File: config.mk
export PLATFORM = sky130hd
export DESIGN_NAME = digitizer_event_word_unpacker_flat
export DESIGN_NICKNAME = d
export VERILOG_FILES = /design/src/rtl/dewu_pkg.sv /design/src/rtl/dewu_if.sv /design/src/rtl/dewu_cfg_regs.sv /design/src/rtl/dewu_decoder.sv /design/src/rtl/digitizer_event_word_unpacker.sv /design/src/flat_wrapper.sv
export SDC_FILE = /design/constraint.sdc
export NUM_CORES = 1
export LEC_CHECK = 0
export ABC_AREA = 1
export BUFFER_PORTS_ARGS = -buffer_cell sky130_fd_sc_hd__buf_4
export CAP_MARGIN = 20
export CORE_UTILIZATION = 45
export DETAILED_ROUTE_END_ITERATION = 12
export PLACE_DENSITY = 0.63
export SLEW_MARGIN = 15
export SYNTH_ARGS = -nofsm -noshare
export SYNTH_HDL_FRONTEND = slang
export SYNTH_SLANG_ARGS = --single-unit
File: constraint.sdc
create_clock -name clk -period 2.34 [get_ports clk]
set_input_delay 0.351 -clock clk [delete_from_list [all_inputs] [get_ports clk]]
set_output_delay 0.351 -clock clk [all_outputs]
set_load 0.005 [all_outputs]
File: src/rtl/dewu_pkg.sv
`default_nettype none

package dewu_pkg;

    // configuration register indexes
    localparam int unsigned CFG_IDX_W = 2;
    localparam int unsigned CFG_DATA_W = 32;

    typedef enum logic [CFG_IDX_W-1:0] {
        REG_CRATE_MATCH  = 2'd0,
        REG_SLOT_MATCH   = 2'd1,
        REG_CHANNEL_MASK = 2'd2
    } reg_index_t;

    localparam int unsigned WORD_W    = 16;
    localparam int unsigned CHANNEL_W = 5;
    localparam int unsigned VALUE_W   = 12;
    localparam int unsigned CRATE_W   = 8;
    localparam int unsigned SLOT_W    = 5;
    localparam int unsigned COUNT_W   = 6;

    localparam logic [2:0] TYPE_HEADER = 3'd2;

    typedef enum logic [2:0] {
        PH_IDLE   = 3'd0,
        PH_COUNT  = 3'd1,
        PH_CHAN   = 3'd2,
        PH_VALUE  = 3'd3,
        PH_TRAIL1 = 3'd4,
        PH_TRAIL2 = 3'd5
    } phase_t;

    typedef struct packed {
        logic [CRATE_W-1:0] crate;
        logic [SLOT_W-1:0]  slot;
    } cfg_t;

    typedef struct packed {
        logic                 hit;
        logic [CHANNEL_W-1:0] channel;
        logic [VALUE_W-1:0]   value;
    } result_t;

endpackage

`default_nettype wire

File: src/rtl/dewu_if.sv
`default_nettype none

interface dewu_word_if
    import dewu_pkg::*;
();
    logic              valid;
    logic              ready;
    logic [WORD_W-1:0] word;

    modport source (output valid, output word, input ready);
    modport sink   (input valid, input word, output ready);
endinterface

interface dewu_result_if
    import dewu_pkg::*;
();
    logic                 valid;
    logic                 ready;
    logic [CHANNEL_W-1:0] channel;
    logic [VALUE_W-1:0]   value;

    modport source (output valid, output channel, output value, input ready);
    modport sink   (input valid, input channel, input value, output ready);
endinterface

`default_nettype wire

File: src/rtl/dewu_cfg_regs.sv
`default_nettype none

module dewu_cfg_regs
    import dewu_pkg::*;
#(
    parameter int unsigned CHANNELS = 32
) (
    input  wire logic                  clk,
    input  wire logic                  rst_n,
    input  wire logic                  cfg_we,
    input  wire logic [CFG_IDX_W-1:0]  cfg_index,
    input  wire logic [CFG_DATA_W-1:0] cfg_wdata,
    output cfg_t                       cfg,
    output logic [CHANNELS-1:0]        mask
);

    cfg_t                cfg_reg;
    cfg_t                cfg_next;
    logic [CHANNELS-1:0] mask_reg;
    logic [CHANNELS-1:0] mask_next;

    always_comb
    begin
        cfg_next  = cfg_reg;
        mask_next = mask_reg;
        if (cfg_we)
        begin
            unique case (reg_index_t'(cfg_index))
                REG_CRATE_MATCH:  cfg_next.crate = cfg_wdata[CRATE_W-1:0];
                REG_SLOT_MATCH:   cfg_next.slot  = cfg_wdata[SLOT_W-1:0];
                REG_CHANNEL_MASK: mask_next      = cfg_wdata[CHANNELS-1:0];
                default:          ;
            endcase
        end
    end

    always_ff @(posedge clk or negedge rst_n)
    begin
        if (!rst_n)
        begin
            cfg_reg  <= '0;
            mask_reg <= '0;
        end
        else
        begin
            cfg_reg  <= cfg_next;
            mask_reg <= mask_next;
        end
    end

    assign cfg  = cfg_reg;
    assign mask = mask_reg;

endmodule

`default_nettype wire

File: src/rtl/dewu_decoder.sv
`default_nettype none

module dewu_decoder
    import dewu_pkg::*;
#(
    parameter int unsigned CHANNELS = 32
) (
    input  wire logic                clk,
    input  wire logic                rst_n,
    input  wire logic                fire,
    input  wire logic [WORD_W-1:0]   word,
    input  cfg_t                     cfg,
    input  wire logic [CHANNELS-1:0] mask,
    output result_t                  res
);

    localparam int unsigned IDX_W = (CHANNELS > 1) ? $clog2(CHANNELS) : 1;
    localparam logic [COUNT_W-1:0] CHAN_LIMIT = COUNT_W'(CHANNELS);

    phase_t             phase_reg;
    phase_t             phase_next;
    logic [COUNT_W-1:0] remaining_reg;
    logic [COUNT_W-1:0] remaining_next;
    logic [COUNT_W-1:0] chan_reg;
    logic [COUNT_W-1:0] chan_next;

    logic               header_hit;
    logic [COUNT_W-1:0] count_raw;
    logic [COUNT_W-1:0] count_clamped;
    logic [COUNT_W-1:0] remaining_dec;
    logic               mapped;

    // header high: slot 15..11, type 10..8, crate 7..0
    assign header_hit = (word[10:8] == TYPE_HEADER) && (word[7:0] == cfg.crate)
                        && (word[15:11] == cfg.slot);
    assign count_raw     = word[13:8];
    assign count_clamped = (count_raw > CHAN_LIMIT) ? CHAN_LIMIT : count_raw;
    assign remaining_dec = remaining_reg - COUNT_W'(1);
    assign mapped        = (chan_reg < CHAN_LIMIT) && mask[chan_reg[IDX_W-1:0]];

    // next state
    always_comb
    begin
        phase_next     = phase_reg;
        remaining_next = remaining_reg;
        chan_next      = chan_reg;
        if (fire)
        begin
            unique case (phase_reg)
                PH_IDLE:
                begin
                    if (header_hit)
                        phase_next = PH_COUNT;
                end
                PH_COUNT:
                begin
                    remaining_next = count_clamped;
                    phase_next     = (count_clamped == '0) ? PH_TRAIL1 : PH_CHAN;
                end
                PH_CHAN:
                begin
                    chan_next  = word[5:0];
                    phase_next = PH_VALUE;
                end
                PH_VALUE:
                begin
                    remaining_next = remaining_dec;
                    phase_next     = (remaining_dec == '0) ? PH_TRAIL1 : PH_CHAN;
                end
                PH_TRAIL1:
                    phase_next = PH_TRAIL2;
                default:
                    phase_next = PH_IDLE;
            endcase
        end
    end

    // outputs: data low carries underflow 13, overflow 12, value 11..0
    always_comb
    begin
        res.hit     = (phase_reg == PH_VALUE) && mapped && (word[13:12] == 2'b00);
        res.channel = chan_reg[CHANNEL_W-1:0];
        res.value   = word[VALUE_W-1:0];
    end

    always_ff @(posedge clk or negedge rst_n)
    begin
        if (!rst_n)
        begin
            phase_reg     <= PH_IDLE;
            remaining_reg <= '0;
            chan_reg      <= '0;
        end
        else
        begin
            phase_reg     <= phase_next;
            remaining_reg <= remaining_next;
            chan_reg      <= chan_next;
        end
    end

    a_remaining_clamped: assert property (@(posedge clk) disable iff (!rst_n)
        remaining_reg <= CHAN_LIMIT)
        else $error("pair count above channel count");

    a_pairs_left: assert property (@(posedge clk) disable iff (!rst_n)
        (phase_reg == PH_CHAN || phase_reg == PH_VALUE) |-> remaining_reg != '0)
        else $error("in pair phase with no pairs left");

    a_hit_mapped: assert property (@(posedge clk) disable iff (!rst_n)
        res.hit |-> (phase_reg == PH_VALUE && chan_reg < CHAN_LIMIT))
        else $error("result from unmapped channel or wrong phase");

    a_trailer_seq: assert property (@(posedge clk) disable iff (!rst_n)
        (fire && phase_reg == PH_TRAIL1) |=> phase_reg == PH_TRAIL2)
        else $error("second trailer word skipped");

endmodule

`default_nettype wire

File: src/rtl/digitizer_event_word_unpacker.sv
`default_nettype none

// Unpacks 16-bit digitizer event words into (channel, value) results. While idle
// it waits for a header of type 2 carrying the configured crate and slot, reads
// the pair count (clamped to CHANNELS) from the next word, then emits one result
// per channel/value pair whose channel is enabled in the mask and whose value has
// neither underflow nor overflow set; two trailer words close the event. One word
// is accepted every cycle while the result register is free or draining; a word's
// result, if any, goes through the input register, which captures the word, then
// combinational decode, and then the result register, which captures the result.
// Configuration must be written only while no word is in flight.

module digitizer_event_word_unpacker
    import dewu_pkg::*;
#(
    parameter int unsigned CHANNELS = 32
) (
    input  wire logic                  clk,
    input  wire logic                  rst_n,
    input  wire logic                  cfg_we,
    input  wire logic [CFG_IDX_W-1:0]  cfg_index,
    input  wire logic [CFG_DATA_W-1:0] cfg_wdata,
    dewu_word_if.sink                  words,
    dewu_result_if.source              results
);

    cfg_t                 cfg;
    logic [CHANNELS-1:0]  mask;
    result_t              res;

    logic [WORD_W-1:0]    word_reg;
    logic                 stage_valid_reg;
    logic                 stage_valid_next;
    logic                 out_valid_reg;
    logic                 out_valid_next;
    logic [CHANNEL_W-1:0] out_channel_reg;
    logic [VALUE_W-1:0]   out_value_reg;

    logic                 stage_fire;
    logic                 accept;

    dewu_cfg_regs #(
        .CHANNELS (CHANNELS)
    ) u_cfg (
        .clk       (clk),
        .rst_n     (rst_n),
        .cfg_we    (cfg_we),
        .cfg_index (cfg_index),
        .cfg_wdata (cfg_wdata),
        .cfg       (cfg),
        .mask      (mask)
    );

    dewu_decoder #(
        .CHANNELS (CHANNELS)
    ) u_decoder (
        .clk   (clk),
        .rst_n (rst_n),
        .fire  (stage_fire),
        .word  (word_reg),
        .cfg   (cfg),
        .mask  (mask),
        .res   (res)
    );

    // the staged word moves on whenever the result register is free or draining
    assign stage_fire  = stage_valid_reg && (!out_valid_reg || results.ready);
    assign words.ready = !stage_valid_reg || stage_fire;
    assign accept      = words.valid && words.ready;

    always_comb
    begin
        stage_valid_next = stage_valid_reg;
        if (accept)
            stage_valid_next = 1'b1;
        else if (stage_fire)
            stage_valid_next = 1'b0;

        out_valid_next = out_valid_reg;
        if (stage_fire)
            out_valid_next = res.hit;
        else if (results.ready)
            out_valid_next = 1'b0;
    end

    always_ff @(posedge clk or negedge rst_n)
    begin
        if (!rst_n)
        begin
            stage_valid_reg <= 1'b0;
            out_valid_reg   <= 1'b0;
        end
        else
        begin
            stage_valid_reg <= stage_valid_next;
            out_valid_reg   <= out_valid_next;
        end
    end

    always_ff @(posedge clk)
    begin
        if (accept)
            word_reg <= words.word;
        if (stage_fire && res.hit)
        begin
            out_channel_reg <= res.channel;
            out_value_reg   <= res.value;
        end
    end

    assign results.valid   = out_valid_reg;
    assign results.channel = out_channel_reg;
    assign results.value   = out_value_reg;

endmodule

`default_nettype wire
File: src/flat_wrapper.sv
// flat-port wrapper written by rule: the top's interface ports become plain ports
module digitizer_event_word_unpacker_flat import dewu_pkg::*;
#(
    parameter int unsigned CHANNELS = 32
)
  (clk, rst_n, cfg_we, cfg_index, cfg_wdata, words_valid, words_word, words_ready, results_valid, results_channel, results_value, results_ready);
  dewu_word_if words_i ();
  dewu_result_if results_i ();
  input  wire logic clk;
  input  wire logic rst_n;
  input  wire logic cfg_we;
  input  wire logic [CFG_IDX_W-1:0] cfg_index;
  input  wire logic [CFG_DATA_W-1:0] cfg_wdata;
  input wire logic [$bits(words_i.valid)-1:0] words_valid;
  input wire logic [$bits(words_i.word)-1:0] words_word;
  output wire logic [$bits(words_i.ready)-1:0] words_ready;
  output wire logic [$bits(results_i.valid)-1:0] results_valid;
  output wire logic [$bits(results_i.channel)-1:0] results_channel;
  output wire logic [$bits(results_i.value)-1:0] results_value;
  input wire logic [$bits(results_i.ready)-1:0] results_ready;
  assign words_i.valid = words_valid;
  assign words_i.word = words_word;
  assign words_ready = words_i.ready;
  assign results_valid = results_i.valid;
  assign results_channel = results_i.channel;
  assign results_value = results_i.value;
  assign results_i.ready = results_ready;
  digitizer_event_word_unpacker #(.CHANNELS(CHANNELS)) u_core (.clk(clk), .rst_n(rst_n), .cfg_we(cfg_we), .cfg_index(cfg_index), .cfg_wdata(cfg_wdata), .words(words_i), .results(results_i));
endmodule
==> results.md <==
- Clock-pin slew was measured on the worst setup and hold paths at 100 ps.
- The master cell of the clock root buffer is clkbuf_8.
- The shortest period the worst path allows is just over 2000 ps.
- The slowest stage cell on the critical path is dfrtp_1.
- The power per unit of standard cell area is between 900 and 1000 nW/µm².
- The share of the Yosys chip area taken by registers is 0.5992.
- The maximum single-stage delay on the critical path is 790 ps.
- The ratio of cells with drive above 1 in the final layout is 0.2456.
- The count of buffers inserted at the top-level ports is between 70 and 80.
- The design internal power is ~2.9 mW.
- The beginning of the critical path is u_core.u_decoder.chan_reg[0].
- The average cell area after synthesis is between 9 and 10 µm².
- The worst-case IR drop observed on VDD is about 0.46 mV.
- The number of cells produced by synthesis is between 400 and 500.
- The die span in x is just under 100 µm.
- Between clock sinks in the finished design, the worst skew comes to between 15 and 20 ps.
- The proportion of total power due to net switching is 0.3602.
- Once detail routing completed, the nets flagged for antenna violations numbered 0.
- Buffers added to address setup during post-CTS repair amount to 0.
- The data arrival time at the worst-slack endpoint is 2120 ps.
- The total wire length after detailed routing is a little under 9000 µm.
- The die is 99.10 µm tall.
- In this run the power spent charging and discharging nets is approximately 1.7 mW.
- TritonCTS created 9 clock buffers.
- The final cycle utilization of the critical path is 0.8840.
- The start-to-end type of the worst setup path is flip-flop to flip-flop.
- For the pin with the worst max-slew slack, the measured transition is approximately 800 ps.
- The net count of the finished layout is 569.
- Entering global routing, the biggest net connects 63 pins.
- For this design the static power due to leakage is roughly 2.4 nW.
- The cell with the most instances on the worst path is nand2_1.
- The flip-flop count of the largest register, all copies and words added is 32.
- The insertion delay to the later sink of the worst-skew pair is approximately 360 ps.
- The total routing resource utilization after global routing is 0.1949.
- The initial utilization of the core area, before any placement, comes to 0.4614.
- Hold timing on the final database bottoms out at a slack of roughly 58 ps.
- The number of global-route vias before repair is roughly 3,000.
- After detailed routing, the average wire length per cell comes to roughly 14 µm.
- The deepest level of the CTS H-tree is 3.
- The power share of the clock group is 0.225.
- During synthesis, Yosys emitted a total of 0 warnings.
- Summed over all layers, the global routing overflow is 0.
- The via-per-instance ratio is 5.035.
- The endpoint of the most critical setup path is u_core.results.value[6].
- The endpoint of the lowest-slack register-to-register path is u_core.results.value[6].
- The clock net in this run drives a total of 95 sinks.
- The first global-routing pass estimated 14,740 µm of wire.
- The run finished with clean final reports.
- The die outline area is around 9800 µm².
- Measured against its own limit, the worst slew margin works out to 0.4675.
- The routability congestion estimate is a little over 0.8.
- The number of maximum-capacitance constraint violations is 0.
- The final count of pins violating max slew is 0.
- For the worst setup path, the data required time is about 2400 ps.
- The critical path goes through nand2_1, nand3_1, nand3_1, nand2_1, nand2_1, nand2_1, nand2_1, a21oi_2, buf_4.
- In this run the worst path has a maximum fanout of 19.
- Measured in cells, the most critical reg-to-reg path has a length of 9.
- 74 I/O pins were placed.
- The sequential power share is 0.506.
- The area growth from synthesis to layout is 19.02%.
- Yosys attributes the largest share of cell area to dfrtp_1 (37%), edfxtp_1 (23%), nand2_1 (12%).
- Row generation in the floorplan step produced 35 rows.
- The worst setup path is captured at a flip-flop.
- The routed layout has between 3,000 and 4,000 vias.
- Setup violations remaining at the end of the flow were counted as 0.
- The top cell type by total area after synthesis is dfrtp_1.
- The part of the power in combinational logic is 0.269.
- The area inside the core boundary is roughly 9200 µm².
- The count of cells resized by post-cts repair is 0.
- The overall power consumption is approximately 4.6 mW.
- The synthesized netlist net count is about 500.
- TritonCTS built the clock tree.
- The maximum clock frequency is 0.4834 GHz.
- Buffers inserted to repair hold after CTS numbered 0.
- Counting the fill cells in the layout gives ~830.
- The setup slack of the worst register-to-register path is between 200 and 300 ps.
- For this run, the detailed router's first-pass iteration total came to 4.
- Setup repair after global routing left no endpoint under its margin.
- The number of buffers on the longest clock path is 2.
- The placed wire-length estimate after detailed placement is between 6000 and 7000 µm.
- The area of the mapped netlist is about 4200 µm².
- The path type of the worst min-delay path is input pin to async pin.
- Including well taps, the total number of placed cells is between 600 and 700.
- For this run, design rule violations remaining after detail routing come to 0.
- After routing, the total negative slack on setup checks comes to 0 ps.
- Synthesis inferred 95 register bits.
- In this run, distinct cell masters in the synthesized netlist total 31.
- The origin of the critical flop-to-flop path is u_core.u_decoder.chan_reg[0].
- The non-filler instance count after layout is 628.
- The number of failing hold endpoints at the final stage is 0.
- The first-iteration detailed-routing DRC count is about 110.
- Of the post-synthesis cell area, the dominant cell type holds 0.3657.
- The initial antenna violation count came to 0.
- The antenna diode count is 0.
- The sort of element at the start of the critical path is a flip-flop.
-- synthesized netlist by cell type, drive strengths merged --
cell type    n
o211ai       1
clkbuf       2
mux2        24
inv         50
ha           2
nand3       40
nand4        4
o21ai       38
xnor2        1
o22ai        3
buf         10
nand3b       1
a21oi        6
nor2        21
a22oi        1
edfxtp      33
or2          1
nor3         4
a21o         1
nand2      133
dfrtp       62
-- kinds of logic (layout without fill, tap and decap cells) --
family	after synthesis	in the layout	share of synthesized area
adders and majority gates	2	2	0.005897
xor gates and xnor gates	1	1	0.002065
AOI/OAI and AO/OA	50	50	0.06252
and+or+nand+nor	204	204	0.2020
buffers and inverters	62	141	0.06458
muxes	24	24	0.06370
DFF	95	95	0.5992
-- how the worst min path moves through the flow --
stage	cells past startpoint	slack, ps	startpoint	to
global route	1	120	rst_n	u_core.u_cfg.mask[17]
floorplan	0	60	rst_n	u_core.results.valid
CTS	1	100	rst_n	u_core.u_cfg.mask[13]
finish	1	60	rst_n	u_core.results.valid
detailed placement	0	450	u_core.word_reg[0]	u_core.results.value[0]
global placement	0	450	u_core.word_reg[0]	u_core.results.value[0]
-- layout by cell type, fill, tap and decap left out, drive strengths merged --
cell type	n
nand3	40
ha	2
a21o	1
o211ai	1
clkinv	2
nand3b	1
clkbuf	9
or2	1
xnor2	1
o22ai	3
nor3	4
nor2	21
o21ai	38
nand4	4
inv	54
dfrtp	62
edfxtp	33
a21oi	6
mux2	24
nand2	133
buf	75
a22oi	1
clkinvlp	1
-- through the flow --
stage	cell area [µm²]	setup WS, ps	util
floorplan	4243	347.2	-
global placement	4863	357.7	0.5288
detailed placement	4863	289.5	0.5288
CTS	5050	261.3	0.5491
global route	5050	69.78	0.5491
finish	5050	271.4	0.5491
-- power by group through the flow --
stage | clock (mW) | combinational, mW | sequential, mW
CTS | 1.07 | 1.25 | 2.33
global route | 1.13 | 1.44 | 2.38
detailed placement | 0 | 1.25 | 2.36
finish | 1.04 | 1.24 | 2.33
global placement | 0 | 1.20 | 2.35
floorplan | 0 | 1.11 | 2.18
-- metal layers --
| metal | share of wire | wire [µm] | GRT usage |
|---|---|---|---|
| met5 | 0 | 0 | 0 |
| met4 | 0.012 | 102 | 0.06335 |
| met3 | 0.032 | 281 | 0.04146 |
| met2 | 0.49 | 4270 | 0.3168 |
| met1 | 0.47 | 4071 | 0.2632 |
-- layout make-up --
class | instances | area, µm² | area share
clock buffers | 9 | 123.9 | 0.02453
inverters | 50 | 192.7 | 0.03816
well taps | 111 | 138.9 | 0.02750
repair buffers | 75 | 563.0 | 0.1115
flip-flops and latches | 95 | 2542 | 0.5035
multi-input cells | 281 | 1426 | 0.2825
clock inverters | 7 | 62.56 | 0.01239
-- worst max-delay path: cells and delay by family (launching register included) --
kind                   cells  cell delay [ps]
flip-flops                 1              790
AND/OR/NAND/NOR            7              580
buffers and inverters      1              250
AO/OA/AOI/OAI              1              130
(Power assumes the default switching activity.)
